### config.mk
export PLATFORM = sky130hd
export DESIGN_NAME = arith_expression_tokenizer
export DESIGN_NICKNAME = d
export VERILOG_FILES = /design/src/hw/rtl/aet_pkg.sv /design/src/hw/rtl/aet_front.sv /design/src/hw/rtl/aet_fifo.sv /design/src/hw/rtl/aet_back.sv /design/src/hw/rtl/arith_expression_tokenizer.sv
export VERILOG_INCLUDE_DIRS = /design/src /design/src/hw/rtl
export SDC_FILE = /design/constraint.sdc
export NUM_CORES = 1
export LEC_CHECK = 0
export BUFFER_PORTS_ARGS = -buffer_cell sky130_fd_sc_hd__buf_2
export CAP_MARGIN = 0
export CORE_MARGIN = 2
export CORE_UTILIZATION = 31
export DETAILED_ROUTE_END_ITERATION = 10
export PLACE_DENSITY = 0.53
export SKIP_LAST_GASP = 1
export SLEW_MARGIN = 20
export SYNTH_ARGS = -nofsm -noshare
export SYNTH_HDL_FRONTEND = slang
export SYNTH_SLANG_ARGS = --single-unit
### constraint.sdc
create_clock -name i_clk -period 22.7 [get_ports i_clk]
set_input_delay 1.135 -clock i_clk [delete_from_list [all_inputs] [get_ports i_clk]]
set_output_delay 1.135 -clock i_clk [all_outputs]
set_load 0.01 [all_outputs]
### src/hw/rtl/assert_macros.svh
// assertion macros used by the lexer back end
`ifndef ASSERT_MACROS_SVH
`define ASSERT_MACROS_SVH

// property checked every clock outside reset
`define AET_ASSERT(lbl, prop, msg) \
    lbl: assert property (@(posedge i_clk) disable iff (!i_rst_n) prop) else $error(msg);

// consequence checked in the cycle after the antecedent
`define AET_ASSERT_NEXT(lbl, ante, cons, msg) \
    lbl: assert property (@(posedge i_clk) disable iff (!i_rst_n) (ante) |=> (cons)) \
        else $error(msg);

`endif

### src/hw/rtl/aet_pkg.sv
// types, codes and constants of the expression lexer
package aet_pkg;

    localparam int MAX_DIGITS      = 18;
    localparam int QUEUE_DEPTH_DEF = 4;

    localparam int KIND_W = 4;
    localparam int MANT_W = 60;
    localparam int EXP_W  = 8;
    localparam int SIG_W  = 5;
    localparam int POW_W  = 5;

    localparam logic [7:0] CH_NUL    = 8'h00;
    localparam logic [7:0] CH_SPACE  = 8'h20;
    localparam logic [7:0] CH_ZERO   = 8'h30;
    localparam logic [7:0] CH_NINE   = 8'h39;
    localparam logic [7:0] CH_DOT    = 8'h2E;
    localparam logic [7:0] CH_PLUS   = 8'h2B;
    localparam logic [7:0] CH_MINUS  = 8'h2D;
    localparam logic [7:0] CH_STAR   = 8'h2A;
    localparam logic [7:0] CH_SLASH  = 8'h2F;
    localparam logic [7:0] CH_LPAREN = 8'h28;
    localparam logic [7:0] CH_RPAREN = 8'h29;

    // binding powers in tenths
    localparam logic [POW_W-1:0] POW_ADD_L = 5'd10;
    localparam logic [POW_W-1:0] POW_ADD_R = 5'd11;
    localparam logic [POW_W-1:0] POW_MUL_L = 5'd20;
    localparam logic [POW_W-1:0] POW_MUL_R = 5'd21;

    typedef enum logic [KIND_W-1:0] {
        TK_EOF     = 4'd0,
        TK_NUMBER  = 4'd1,
        TK_PLUS    = 4'd2,
        TK_MINUS   = 4'd3,
        TK_MUL     = 4'd4,
        TK_DIV     = 4'd5,
        TK_LPAREN  = 4'd6,
        TK_RPAREN  = 4'd7,
        TK_INVALID = 4'd8
    } t_kind;

    typedef enum logic [3:0] {
        CL_DIGIT,
        CL_DOT,
        CL_SPACE,
        CL_NUL,
        CL_PLUS,
        CL_MINUS,
        CL_MUL,
        CL_DIV,
        CL_LPAREN,
        CL_RPAREN,
        CL_OTHER
    } t_char_class;

    typedef struct packed {
        t_char_class cls;
        logic [3:0]  digit;
    } t_char_item;

    typedef struct packed {
        t_kind                    kind;
        logic [MANT_W-1:0]        mantissa;
        logic signed [EXP_W-1:0]  dec_exponent;
        logic                     inexact;
        logic [POW_W-1:0]         left_power;
        logic [POW_W-1:0]         right_power;
        logic                     last;
    } t_token;

endpackage

### src/hw/rtl/aet_front.sv
// character classifier of the lexer front end
module aet_front (
    input  logic [7:0]          i_char_code,
    output aet_pkg::t_char_item o_item
);
    import aet_pkg::*;

    always_comb begin
        o_item.digit = 4'(i_char_code - CH_ZERO);
        if (i_char_code >= CH_ZERO && i_char_code <= CH_NINE) begin
            o_item.cls = CL_DIGIT;
        end else begin
            unique case (i_char_code)
                CH_NUL:    o_item.cls = CL_NUL;
                CH_SPACE:  o_item.cls = CL_SPACE;
                CH_DOT:    o_item.cls = CL_DOT;
                CH_PLUS:   o_item.cls = CL_PLUS;
                CH_MINUS:  o_item.cls = CL_MINUS;
                CH_STAR:   o_item.cls = CL_MUL;
                CH_SLASH:  o_item.cls = CL_DIV;
                CH_LPAREN: o_item.cls = CL_LPAREN;
                CH_RPAREN: o_item.cls = CL_RPAREN;
                default:   o_item.cls = CL_OTHER;
            endcase
        end
    end

endmodule

### src/hw/rtl/aet_fifo.sv
// small register fifo between lexer front and back
module aet_fifo #(
    parameter int WIDTH = 8,
    parameter int DEPTH = 4
) (
    input  logic             i_clk,
    input  logic             i_rst_n,
    input  logic             i_push,
    input  logic [WIDTH-1:0] i_data,
    output logic             o_full,
    input  logic             i_pop,
    output logic             o_valid,
    output logic [WIDTH-1:0] o_data
);
    localparam int PTR_W = (DEPTH > 1) ? $clog2(DEPTH) : 1;
    localparam int CNT_W = $clog2(DEPTH + 1);

    logic [WIDTH-1:0] r_mem [DEPTH];
    logic [PTR_W-1:0] r_wr_ptr, n_wr_ptr;
    logic [PTR_W-1:0] r_rd_ptr, n_rd_ptr;
    logic [CNT_W-1:0] r_count, n_count;
    logic             do_push, do_pop;

    assign o_full  = (r_count == CNT_W'(DEPTH));
    assign o_valid = (r_count != '0);
    assign o_data  = r_mem[r_rd_ptr];
    assign do_push = i_push && !o_full;
    assign do_pop  = i_pop && o_valid;

    always_comb begin
        n_wr_ptr = r_wr_ptr;
        n_rd_ptr = r_rd_ptr;
        n_count  = r_count;
        if (do_push) begin
            n_wr_ptr = (r_wr_ptr == PTR_W'(DEPTH - 1)) ? '0 : r_wr_ptr + 1'b1;
        end
        if (do_pop) begin
            n_rd_ptr = (r_rd_ptr == PTR_W'(DEPTH - 1)) ? '0 : r_rd_ptr + 1'b1;
        end
        if (do_push && !do_pop) begin
            n_count = r_count + 1'b1;
        end else if (do_pop && !do_push) begin
            n_count = r_count - 1'b1;
        end
    end

    always_ff @(posedge i_clk) begin
        if (!i_rst_n) begin
            r_wr_ptr <= '0;
            r_rd_ptr <= '0;
            r_count  <= '0;
        end else begin
            r_wr_ptr <= n_wr_ptr;
            r_rd_ptr <= n_rd_ptr;
            r_count  <= n_count;
        end
    end

    always_ff @(posedge i_clk) begin
        if (do_push) begin
            r_mem[r_wr_ptr] <= i_data;
        end
    end

endmodule

### src/hw/rtl/aet_back.sv
// lexer back end: number collection, token build and two-entry output buffer
`include "assert_macros.svh"

module aet_back (
    input  logic                  i_clk,
    input  logic                  i_rst_n,
    input  aet_pkg::t_char_item   i_item,
    input  logic                  i_item_valid,
    output logic                  o_item_pop,
    output aet_pkg::t_token       o_token,
    output logic                  o_out_valid,
    input  logic                  i_out_ready
);
    import aet_pkg::*;

    // lexer state
    logic                    r_in_number, n_in_number;
    logic                    r_seen_dot, n_seen_dot;
    logic                    r_halted, n_halted;
    logic                    r_ignore, n_ignore;
    logic [MANT_W-1:0]       r_mant, n_mant;
    logic [SIG_W-1:0]        r_sig, n_sig;
    logic signed [EXP_W-1:0] r_exp, n_exp;
    logic                    r_inexact, n_inexact;

    // output buffer
    t_token     r_slot0, n_slot0;
    t_token     r_slot1, n_slot1;
    logic [1:0] r_cnt, n_cnt;

    logic                    is_digit, is_dot, is_space;
    logic                    w_has_num, w_has_op;
    logic [1:0]              need;
    logic                    pop_out, fits, process;
    logic [1:0]              base;
    logic [MANT_W-1:0]       mul10;
    logic signed [EXP_W:0]   exp_up, exp_dn;
    logic [MANT_W-1:0]       td_mant;
    logic [SIG_W-1:0]        td_sig;
    logic signed [EXP_W-1:0] td_exp;
    logic                    td_inexact;
    t_token                  num_tok, op_tok, tok0, tok1;

    assign is_digit = (i_item.cls == CL_DIGIT);
    assign is_dot   = (i_item.cls == CL_DOT);
    assign is_space = (i_item.cls == CL_SPACE);

    // a char that ends a number yields the number word first
    assign w_has_num = !r_ignore && r_in_number && !is_digit && !is_dot;
    assign w_has_op  = !r_ignore && !is_digit && !is_space && !(r_in_number && is_dot);
    assign need      = {1'b0, w_has_num} + {1'b0, w_has_op};

    assign pop_out    = o_out_valid && i_out_ready;
    assign fits       = ({1'b0, r_cnt} - {2'b0, pop_out} + {1'b0, need}) <= 3'd2;
    assign process    = i_item_valid && fits;
    assign o_item_pop = process;

    assign o_out_valid = (r_cnt != 2'd0);
    assign o_token     = r_slot0;

    // one digit into the accumulator
    always_comb begin
        mul10      = (r_mant << 3) + (r_mant << 1) + MANT_W'(i_item.digit);
        exp_up     = {r_exp[EXP_W-1], r_exp} + 9'sd1;
        exp_dn     = {r_exp[EXP_W-1], r_exp} - 9'sd1;
        td_mant    = r_mant;
        td_sig     = r_sig;
        td_exp     = r_exp;
        td_inexact = r_inexact;
        if (!r_halted) begin
            if (r_sig < SIG_W'(MAX_DIGITS)) begin
                td_mant = mul10;
                if (mul10 != '0) begin
                    td_sig = r_sig + 1'b1;
                end
                if (r_seen_dot) begin
                    if (exp_dn < -9'sd128) begin
                        td_exp     = -8'sd128;
                        td_inexact = 1'b1;
                    end else begin
                        td_exp = exp_dn[EXP_W-1:0];
                    end
                end
            end else begin
                if (i_item.digit != 4'd0) begin
                    td_inexact = 1'b1;
                end
                if (!r_seen_dot) begin
                    if (exp_up > 9'sd127) begin
                        td_exp     = 8'sd127;
                        td_inexact = 1'b1;
                    end else begin
                        td_exp = exp_up[EXP_W-1:0];
                    end
                end
            end
        end
    end

    // token build
    always_comb begin
        num_tok              = '0;
        num_tok.kind         = TK_NUMBER;
        num_tok.mantissa     = r_mant;
        num_tok.dec_exponent = r_exp;
        num_tok.inexact      = r_inexact;

        op_tok      = '0;
        op_tok.last = 1'b1;
        unique case (i_item.cls)
            CL_NUL:    op_tok.kind = TK_EOF;
            CL_PLUS:   op_tok.kind = TK_PLUS;
            CL_MINUS:  op_tok.kind = TK_MINUS;
            CL_MUL:    op_tok.kind = TK_MUL;
            CL_DIV:    op_tok.kind = TK_DIV;
            CL_LPAREN: op_tok.kind = TK_LPAREN;
            CL_RPAREN: op_tok.kind = TK_RPAREN;
            default:   op_tok.kind = TK_INVALID;
        endcase
        if (i_item.cls == CL_PLUS || i_item.cls == CL_MINUS) begin
            op_tok.left_power  = POW_ADD_L;
            op_tok.right_power = POW_ADD_R;
        end else if (i_item.cls == CL_MUL || i_item.cls == CL_DIV) begin
            op_tok.left_power  = POW_MUL_L;
            op_tok.right_power = POW_MUL_R;
        end

        tok0      = w_has_num ? num_tok : op_tok;
        tok0.last = !(w_has_num && w_has_op);
        tok1      = op_tok;
    end

    // next lexer state
    always_comb begin
        n_in_number = r_in_number;
        n_seen_dot  = r_seen_dot;
        n_halted    = r_halted;
        n_ignore    = r_ignore;
        n_mant      = r_mant;
        n_sig       = r_sig;
        n_exp       = r_exp;
        n_inexact   = r_inexact;
        if (process) begin
            if (r_ignore) begin
                if (i_item.cls == CL_NUL) begin
                    n_ignore = 1'b0;
                end
            end else if (r_in_number && is_digit) begin
                n_mant    = td_mant;
                n_sig     = td_sig;
                n_exp     = td_exp;
                n_inexact = td_inexact;
            end else if (r_in_number && is_dot) begin
                if (r_seen_dot) begin
                    n_halted = 1'b1;
                end else begin
                    n_seen_dot = 1'b1;
                end
            end else begin
                if (w_has_num) begin
                    n_in_number = 1'b0;
                    n_seen_dot  = 1'b0;
                    n_halted    = 1'b0;
                    n_mant      = '0;
                    n_sig       = '0;
                    n_exp       = '0;
                    n_inexact   = 1'b0;
                end
                // number state is clear here, so the digit starts fresh
                if (is_digit) begin
                    n_in_number = 1'b1;
                    n_mant      = td_mant;
                    n_sig       = td_sig;
                    n_exp       = td_exp;
                    n_inexact   = td_inexact;
                end
                if (op_tok.kind == TK_INVALID && w_has_op) begin
                    n_ignore = 1'b1;
                end
            end
        end
    end

    // output buffer: shift on pop, append new words behind the survivors
    always_comb begin
        n_slot0 = pop_out ? r_slot1 : r_slot0;
        n_slot1 = r_slot1;
        base    = r_cnt - {1'b0, pop_out};
        n_cnt   = base;
        if (process && need != 2'd0) begin
            if (base == 2'd0) begin
                n_slot0 = tok0;
            end else begin
                n_slot1 = tok0;
            end
            if (need == 2'd2) begin
                n_slot1 = tok1;
            end
            n_cnt = base + need;
        end
    end

    always_ff @(posedge i_clk) begin
        if (!i_rst_n) begin
            r_in_number <= 1'b0;
            r_seen_dot  <= 1'b0;
            r_halted    <= 1'b0;
            r_ignore    <= 1'b0;
            r_mant      <= '0;
            r_sig       <= '0;
            r_exp       <= '0;
            r_inexact   <= 1'b0;
            r_cnt       <= 2'd0;
        end else begin
            r_in_number <= n_in_number;
            r_seen_dot  <= n_seen_dot;
            r_halted    <= n_halted;
            r_ignore    <= n_ignore;
            r_mant      <= n_mant;
            r_sig       <= n_sig;
            r_exp       <= n_exp;
            r_inexact   <= n_inexact;
            r_cnt       <= n_cnt;
        end
    end

    always_ff @(posedge i_clk) begin
        r_slot0 <= n_slot0;
        r_slot1 <= n_slot1;
    end

    `AET_ASSERT(a_ignore_no_number, r_ignore |-> !r_in_number, "number open while ignoring")
    `AET_ASSERT(a_halt_needs_dot, r_halted |-> (r_seen_dot && r_in_number), "halt without dot")
    `AET_ASSERT(a_idle_clear, !r_in_number |-> ({r_mant, r_sig, r_exp} == '0), "stale number")
    `AET_ASSERT(a_buffer_bound, 1'b1 |-> (r_cnt != 2'd3), "output buffer overfilled")
    `AET_ASSERT_NEXT(a_number_closed, process && w_has_num, !r_in_number, "number not closed")

endmodule

### src/hw/rtl/arith_expression_tokenizer.sv
// top level of the arithmetic expression lexer
//
//  channel | valid        | ready        | payload
//  --------+--------------+--------------+-------------------------------------------
//  char in | i_in_valid   | o_in_ready   | i_char_code
//  token   | o_out_valid  | i_out_ready  | o_token_kind .. o_last (one word per token)
//
// one character a cycle sustained while the output buffer has room; a character that
// closes a number and is itself an operator, paren, nul or bad char yields two words,
// sent in turn. first word is valid once its char passes the queue and output buffer.
// the char queue (QUEUE_DEPTH entries) lets input run on while the token side stalls.
// reset is synchronous and clears all control state; no clearing pass is needed.
module arith_expression_tokenizer #(
    parameter int QUEUE_DEPTH = aet_pkg::QUEUE_DEPTH_DEF
) (
    input  logic                               i_clk,
    input  logic                               i_rst_n,
    input  logic                               i_in_valid,
    output logic                               o_in_ready,
    input  logic [7:0]                         i_char_code,
    output logic                               o_out_valid,
    input  logic                               i_out_ready,
    output logic [aet_pkg::KIND_W-1:0]         o_token_kind,
    output logic [aet_pkg::MANT_W-1:0]         o_mantissa,
    output logic signed [aet_pkg::EXP_W-1:0]   o_dec_exponent,
    output logic                               o_inexact,
    output logic [aet_pkg::POW_W-1:0]          o_left_power,
    output logic [aet_pkg::POW_W-1:0]          o_right_power,
    output logic                               o_last
);
    import aet_pkg::*;

    t_char_item front_item;
    t_char_item queue_item;
    logic       queue_full;
    logic       queue_valid;
    logic       queue_pop;
    t_token     token;

    aet_front u_front (
        .i_char_code (i_char_code),
        .o_item      (front_item)
    );

    aet_fifo #(
        .WIDTH ($bits(t_char_item)),
        .DEPTH (QUEUE_DEPTH)
    ) u_queue (
        .i_clk   (i_clk),
        .i_rst_n (i_rst_n),
        .i_push  (i_in_valid),
        .i_data  (front_item),
        .o_full  (queue_full),
        .i_pop   (queue_pop),
        .o_valid (queue_valid),
        .o_data  (queue_item)
    );

    assign o_in_ready = !queue_full;

    aet_back u_back (
        .i_clk        (i_clk),
        .i_rst_n      (i_rst_n),
        .i_item       (queue_item),
        .i_item_valid (queue_valid),
        .o_item_pop   (queue_pop),
        .o_token      (token),
        .o_out_valid  (o_out_valid),
        .i_out_ready  (i_out_ready)
    );

    assign o_token_kind   = token.kind;
    assign o_mantissa     = token.mantissa;
    assign o_dec_exponent = token.dec_exponent;
    assign o_inexact      = token.inexact;
    assign o_left_power   = token.left_power;
    assign o_right_power  = token.right_power;
    assign o_last         = token.last;

endmodule

==> run_summary.xml <==
<?xml version="1.0" encoding="UTF-8"?>
<metrics>
  <group name="clock_tree">
    <metric name="clock_sink_count" unit="">282</metric>
    <metric name="worst_skew_pair.late_latency" unit="ps">560</metric>
    <metric name="cts_repair_resize_count" unit="">0</metric>
    <metric name="cts_post_setup_buffers_inserted" unit="">0</metric>
    <metric name="cts-buffers-inserted" unit="">34</metric>
    <metric name="clk_pin_slew" unit="ps">50</metric>
    <metric name="hold_buffer_count_at_cts" unit="">0</metric>
    <metric name="clockBufferDepth" unit="">3</metric>
    <metric name="clk_root_buffer_cell" unit="">sky130_fd_sc_hd__clkbuf_16</metric>
    <metric name="cts.htree.levels" unit="">2</metric>
    <metric name="tritoncts_clock_tree" unit="">built</metric>
  </group>
  <group name="sta">
    <metric name="setup_viol" unit="">0</metric>
    <metric name="totalNegativeSetupSlack" unit="ps">0</metric>
    <metric name="final-hold-violation-count" unit="">0</metric>
    <metric name="rsz0062_at_grt" unit="">false</metric>
    <metric name="max_slew_vio_count" unit="">0</metric>
    <metric name="worst_slew_margin" unit="%">36.7</metric>
    <metric name="worst_case_hold_slack" unit="ps">435</metric>
    <metric name="fmax" unit="MHz">170</metric>
    <metric name="worst_slack" unit="ps">16800</metric>
    <metric name="fin_crit_sh" unit="%">26.0</metric>
    <metric name="timing_worst_slew_pin_value" unit="ps">950</metric>
    <metric name="final.setup_skew" unit="ps">23.1</metric>
    <metric name="layout_min_cycle_time" unit="ps">5900</metric>
  </group>
  <group name="routing">
    <metric name="postRouteWirelength" unit="um">45200</metric>
    <metric name="detail_route.first_pass.iterations" unit="">6</metric>
    <metric name="drc" unit="">0</metric>
    <metric name="drt-wirelength-per-cell" unit="um">17.6</metric>
    <metric name="dr_total_vias" unit="">13700</metric>
    <metric name="vias_per_cell" unit="">5.35</metric>
    <metric name="detail_route.iter0.violations" unit="">975</metric>
    <metric name="route.antenna.remaining_nets" unit="">0</metric>
  </group>
  <group name="setup_path">
    <metric name="max_stage_delay" unit="ps">730</metric>
    <metric name="crit_path_cell_trace" unit="">mux4_2 &gt; or2_2 &gt; a21oi_1 &gt; nor2_1 &gt; ha_1 &gt; inv_1 &gt; ha_1 &gt; inv_1 &gt; fa_1 &gt; nand2_1 &gt; o311ai_1 &gt; buf_4 &gt; nor2_1 &gt; and3_4 &gt; buf_4 &gt; and3_1 &gt; nand2_1 &gt; o21ai_0</metric>
    <metric name="cp_data_required_time" unit="ps">23150</metric>
    <metric name="timing.critical_path.to_type" unit="">register</metric>
    <metric name="worst_ep_arrival_time" unit="ps">6350</metric>
    <metric name="cp_slowest_cell" unit="">sky130_fd_sc_hd__buf_4</metric>
    <metric name="crit_path_max_fanout" unit="">87</metric>
    <metric name="timing_worst_setup_path_type" unit="">register to register</metric>
    <metric name="cp-start-kind" unit="">register</metric>
  </group>
  <group name="yosys">
    <metric name="synth_enable_flop_cells" unit="">109</metric>
    <metric name="netlist.area_leader.share" unit="%">20.8</metric>
    <metric name="synth_seq_area_share" unit="%">40.5</metric>
    <metric name="ys_async_sr_fraction" unit="%">0</metric>
    <metric name="yosysTopAreaCell" unit="">sky130_fd_sc_hd__dfxtp_1</metric>
    <metric name="synthFlopType" unit="">sky130_fd_sc_hd__dfxtp_1</metric>
    <metric name="synth_cell_type_count" unit="">77</metric>
    <metric name="number_of_synthesized_register_bits" unit="">282</metric>
    <metric name="syn_area_per_cell" unit="um2">9.13</metric>
    <metric name="syn_inst" unit="">1822</metric>
    <metric name="synth_warnings" unit="">0</metric>
    <metric name="netlist_area" unit="um2">16600</metric>
    <metric name="synth_top_cells_by_area" unit="">sky130_fd_sc_hd__dfxtp_1, sky130_fd_sc_hd__edfxtp_1, sky130_fd_sc_hd__ha_1</metric>
    <metric name="synthesis.nets" unit="">1968</metric>
  </group>
  <group name="placed_design">
    <metric name="detailed_place.area" unit="um2">17700</metric>
    <metric name="hpwl" unit="um">31900</metric>
    <metric name="gp_congestion" unit="">0.892</metric>
    <metric name="portBuffers" unit="">97</metric>
    <metric name="placed_instance_count" unit="">2503</metric>
    <metric name="dp_slack" unit="ps">16420</metric>
  </group>
  <group name="worst_hold_path">
    <metric name="hold_path_class" unit="">register to register</metric>
  </group>
  <group name="layout">
    <metric name="ratio_of_cells_with_drive_above_1_in_the_final_layout" unit="%">9.80</metric>
    <metric name="instances_no_fill" unit="">2565</metric>
    <metric name="layout.cells.most_common_list" unit="">sky130_fd_sc_hd__o21ai_0, sky130_fd_sc_hd__dfxtp_1, sky130_fd_sc_hd__nand3_1</metric>
    <metric name="n_fill_cell" unit="">5439</metric>
    <metric name="multiInputGateArea" unit="um2">9360</metric>
    <metric name="layout_commonest_cell" unit="">sky130_fd_sc_hd__o21ai_0</metric>
    <metric name="insertedDiodeCount" unit="">0</metric>
    <metric name="finalInstanceArea" unit="um2">18800</metric>
    <metric name="final_cell_utilization_of_the_core" unit="%">35.5</metric>
    <metric name="finalNetCount" unit="">1997</metric>
    <metric name="regArea" unit="um2">6740</metric>
    <metric name="area.growth.synth_to_final" unit="%">12.7</metric>
  </group>
  <group name="flow_run">
    <metric name="max_cap_viol_count" unit="">0</metric>
  </group>
  <group name="run_status">
    <metric name="outcome" unit="">finished, final reports clean</metric>
  </group>
  <group name="floorplanning">
    <metric name="design.core.area" unit="um2">52800</metric>
    <metric name="fp-row-count" unit="">84</metric>
    <metric name="chipWidth" unit="um">236</metric>
    <metric name="floorplan.initialDensity" unit="%">31.5</metric>
    <metric name="io-pin-count" unit="">98</metric>
    <metric name="fp.dieArea" unit="um2">55500</metric>
    <metric name="chipHeight" unit="um">236</metric>
  </group>
  <group name="pwr">
    <metric name="power_density" unit="nW/um2">88.2</metric>
    <metric name="design_power_total" unit="mW">1.65</metric>
    <metric name="total_leakage_power" unit="nW">7.59</metric>
    <metric name="max-vdd-ir-drop" unit="V">0.0000576</metric>
  </group>
  <group name="global_route">
    <metric name="grt_pass1_wl" unit="um">73000</metric>
    <metric name="grt_start_max_net_pins" unit="">96</metric>
    <metric name="grt_remaining_overflow" unit="">0</metric>
    <metric name="groute.usage.overall" unit="%">16.0</metric>
    <metric name="antenna_violations_before_repair" unit="">0</metric>
    <metric name="number_of_global_route_vias_before_repair" unit="">13300</metric>
  </group>
</metrics>
## cell type report
class	instances	share of cell area [%]
Multi-Input combinational cell	1391	49.9
Timing Repair Buffer	108	3.04
Inverter	34	0.694
Tap cell	688	4.59
Sequential cell	282	35.9
Clock buffer	53	5.08
Clock inverter	9	0.754
## worst max-delay path: cells and delay by family (launching register included)
family	cells	cell delay, ps
DFF	1	650
adders and majority gates	3	910
and+or+nand+nor	7	1810
buffers and inverters	4	1170
muxes	1	620
AOI/OAI and AO/OA	3	470
## state kept, by name, indices dropped and copies added (netlist names), 2 cells and up, named ones only
name	flops
u_back.o_token	84
u_queue.r_count	3
u_back.r_cnt	2
u_queue.r_rd_ptr	2
u_back.r_sig	5
u_queue.r_mem	32
u_back.r_exp	8
u_queue.r_wr_ptr	2
u_back.r_mant	60
u_back.r_slot1	77
## cells by family (layout without fill, tap and decap cells)
kind of cell,after synthesis,after routing,share of synthesized area (%)
other,1,1,0.0225
adders and majority gates,134,134,10.3
xor gates and xnor gates,56,56,2.95
DFF,282,282,40.5
and+or+nand+nor,646,646,19.8
AOI/OAI and AO/OA,464,464,17.0
buffers and inverters,149,204,3.44
muxes,90,90,6.02
## cells in the mapped netlist (8+ instances only)
master,n
sky130_fd_sc_hd__buf_1,16
sky130_fd_sc_hd__nor2_1,112
sky130_fd_sc_hd__inv_1,33
sky130_fd_sc_hd__nand4_1,26
sky130_fd_sc_hd__and2_1,38
sky130_fd_sc_hd__a21boi_0,33
sky130_fd_sc_hd__a31oi_1,12
sky130_fd_sc_hd__o21ai_0,177
sky130_fd_sc_hd__nand2_1,129
sky130_fd_sc_hd__dfxtp_1,173
sky130_fd_sc_hd__ha_1,130
sky130_fd_sc_hd__nor2b_1,15
sky130_fd_sc_hd__a21oi_1,109
sky130_fd_sc_hd__a21o_1,15
sky130_fd_sc_hd__nor3_1,29
sky130_fd_sc_hd__clkbuf_1,94
sky130_fd_sc_hd__and3_1,82
sky130_fd_sc_hd__xnor2_1,25
sky130_fd_sc_hd__nand3_1,146
sky130_fd_sc_hd__edfxtp_1,109
sky130_fd_sc_hd__or3_1,12
sky130_fd_sc_hd__o211ai_1,17
sky130_fd_sc_hd__nor4_1,11
sky130_fd_sc_hd__mux4_2,8
sky130_fd_sc_hd__mux2i_1,81
sky130_fd_sc_hd__o21a_1,10
sky130_fd_sc_hd__nand2b_1,13
sky130_fd_sc_hd__a211oi_1,13
sky130_fd_sc_hd__xor2_1,31
sky130_fd_sc_hd__o31ai_1,11
## per-layer routing
| layer | global-route usage [%] | wire [um] | up-vias |
|---|---|---|---|
| met2 | 27.1 | 21400 | 292 |
| met1 | 20.9 | 20500 | 6572 |
| li1 | - | - | 6790 |
| met4 | 4.48 | 945 | 0 |
| met3 | 3.00 | 2280 | 56 |
| met5 | 0 | 0 | - |
## path summary, 6_finish.rpt
kind,slack (ps),to,cells past startpoint,start
worst min register to register,440,u_back.o_token[6],2,u_back.o_token[6]
worst min-delay path,440,u_back.o_token[6],2,u_back.o_token[6]
worst max register to register,16800,u_back.o_token[10],18,register
worst max-delay path,16800,u_back.o_token[10],18,register
## report_power, final
part | leakage (nW) | switching, mW | internal [mW] | total, mW
combinational | 4.63 | 0.261 | 0.144 | 0.405
sequential | 2.44 | 0.0511 | 0.660 | 0.711
clock | 0.522 | 0.221 | 0.316 | 0.537
total | 7.59 | 0.533 | 1.12 | 1.65
No activity file was read; power rests on OpenSTA's default activity.
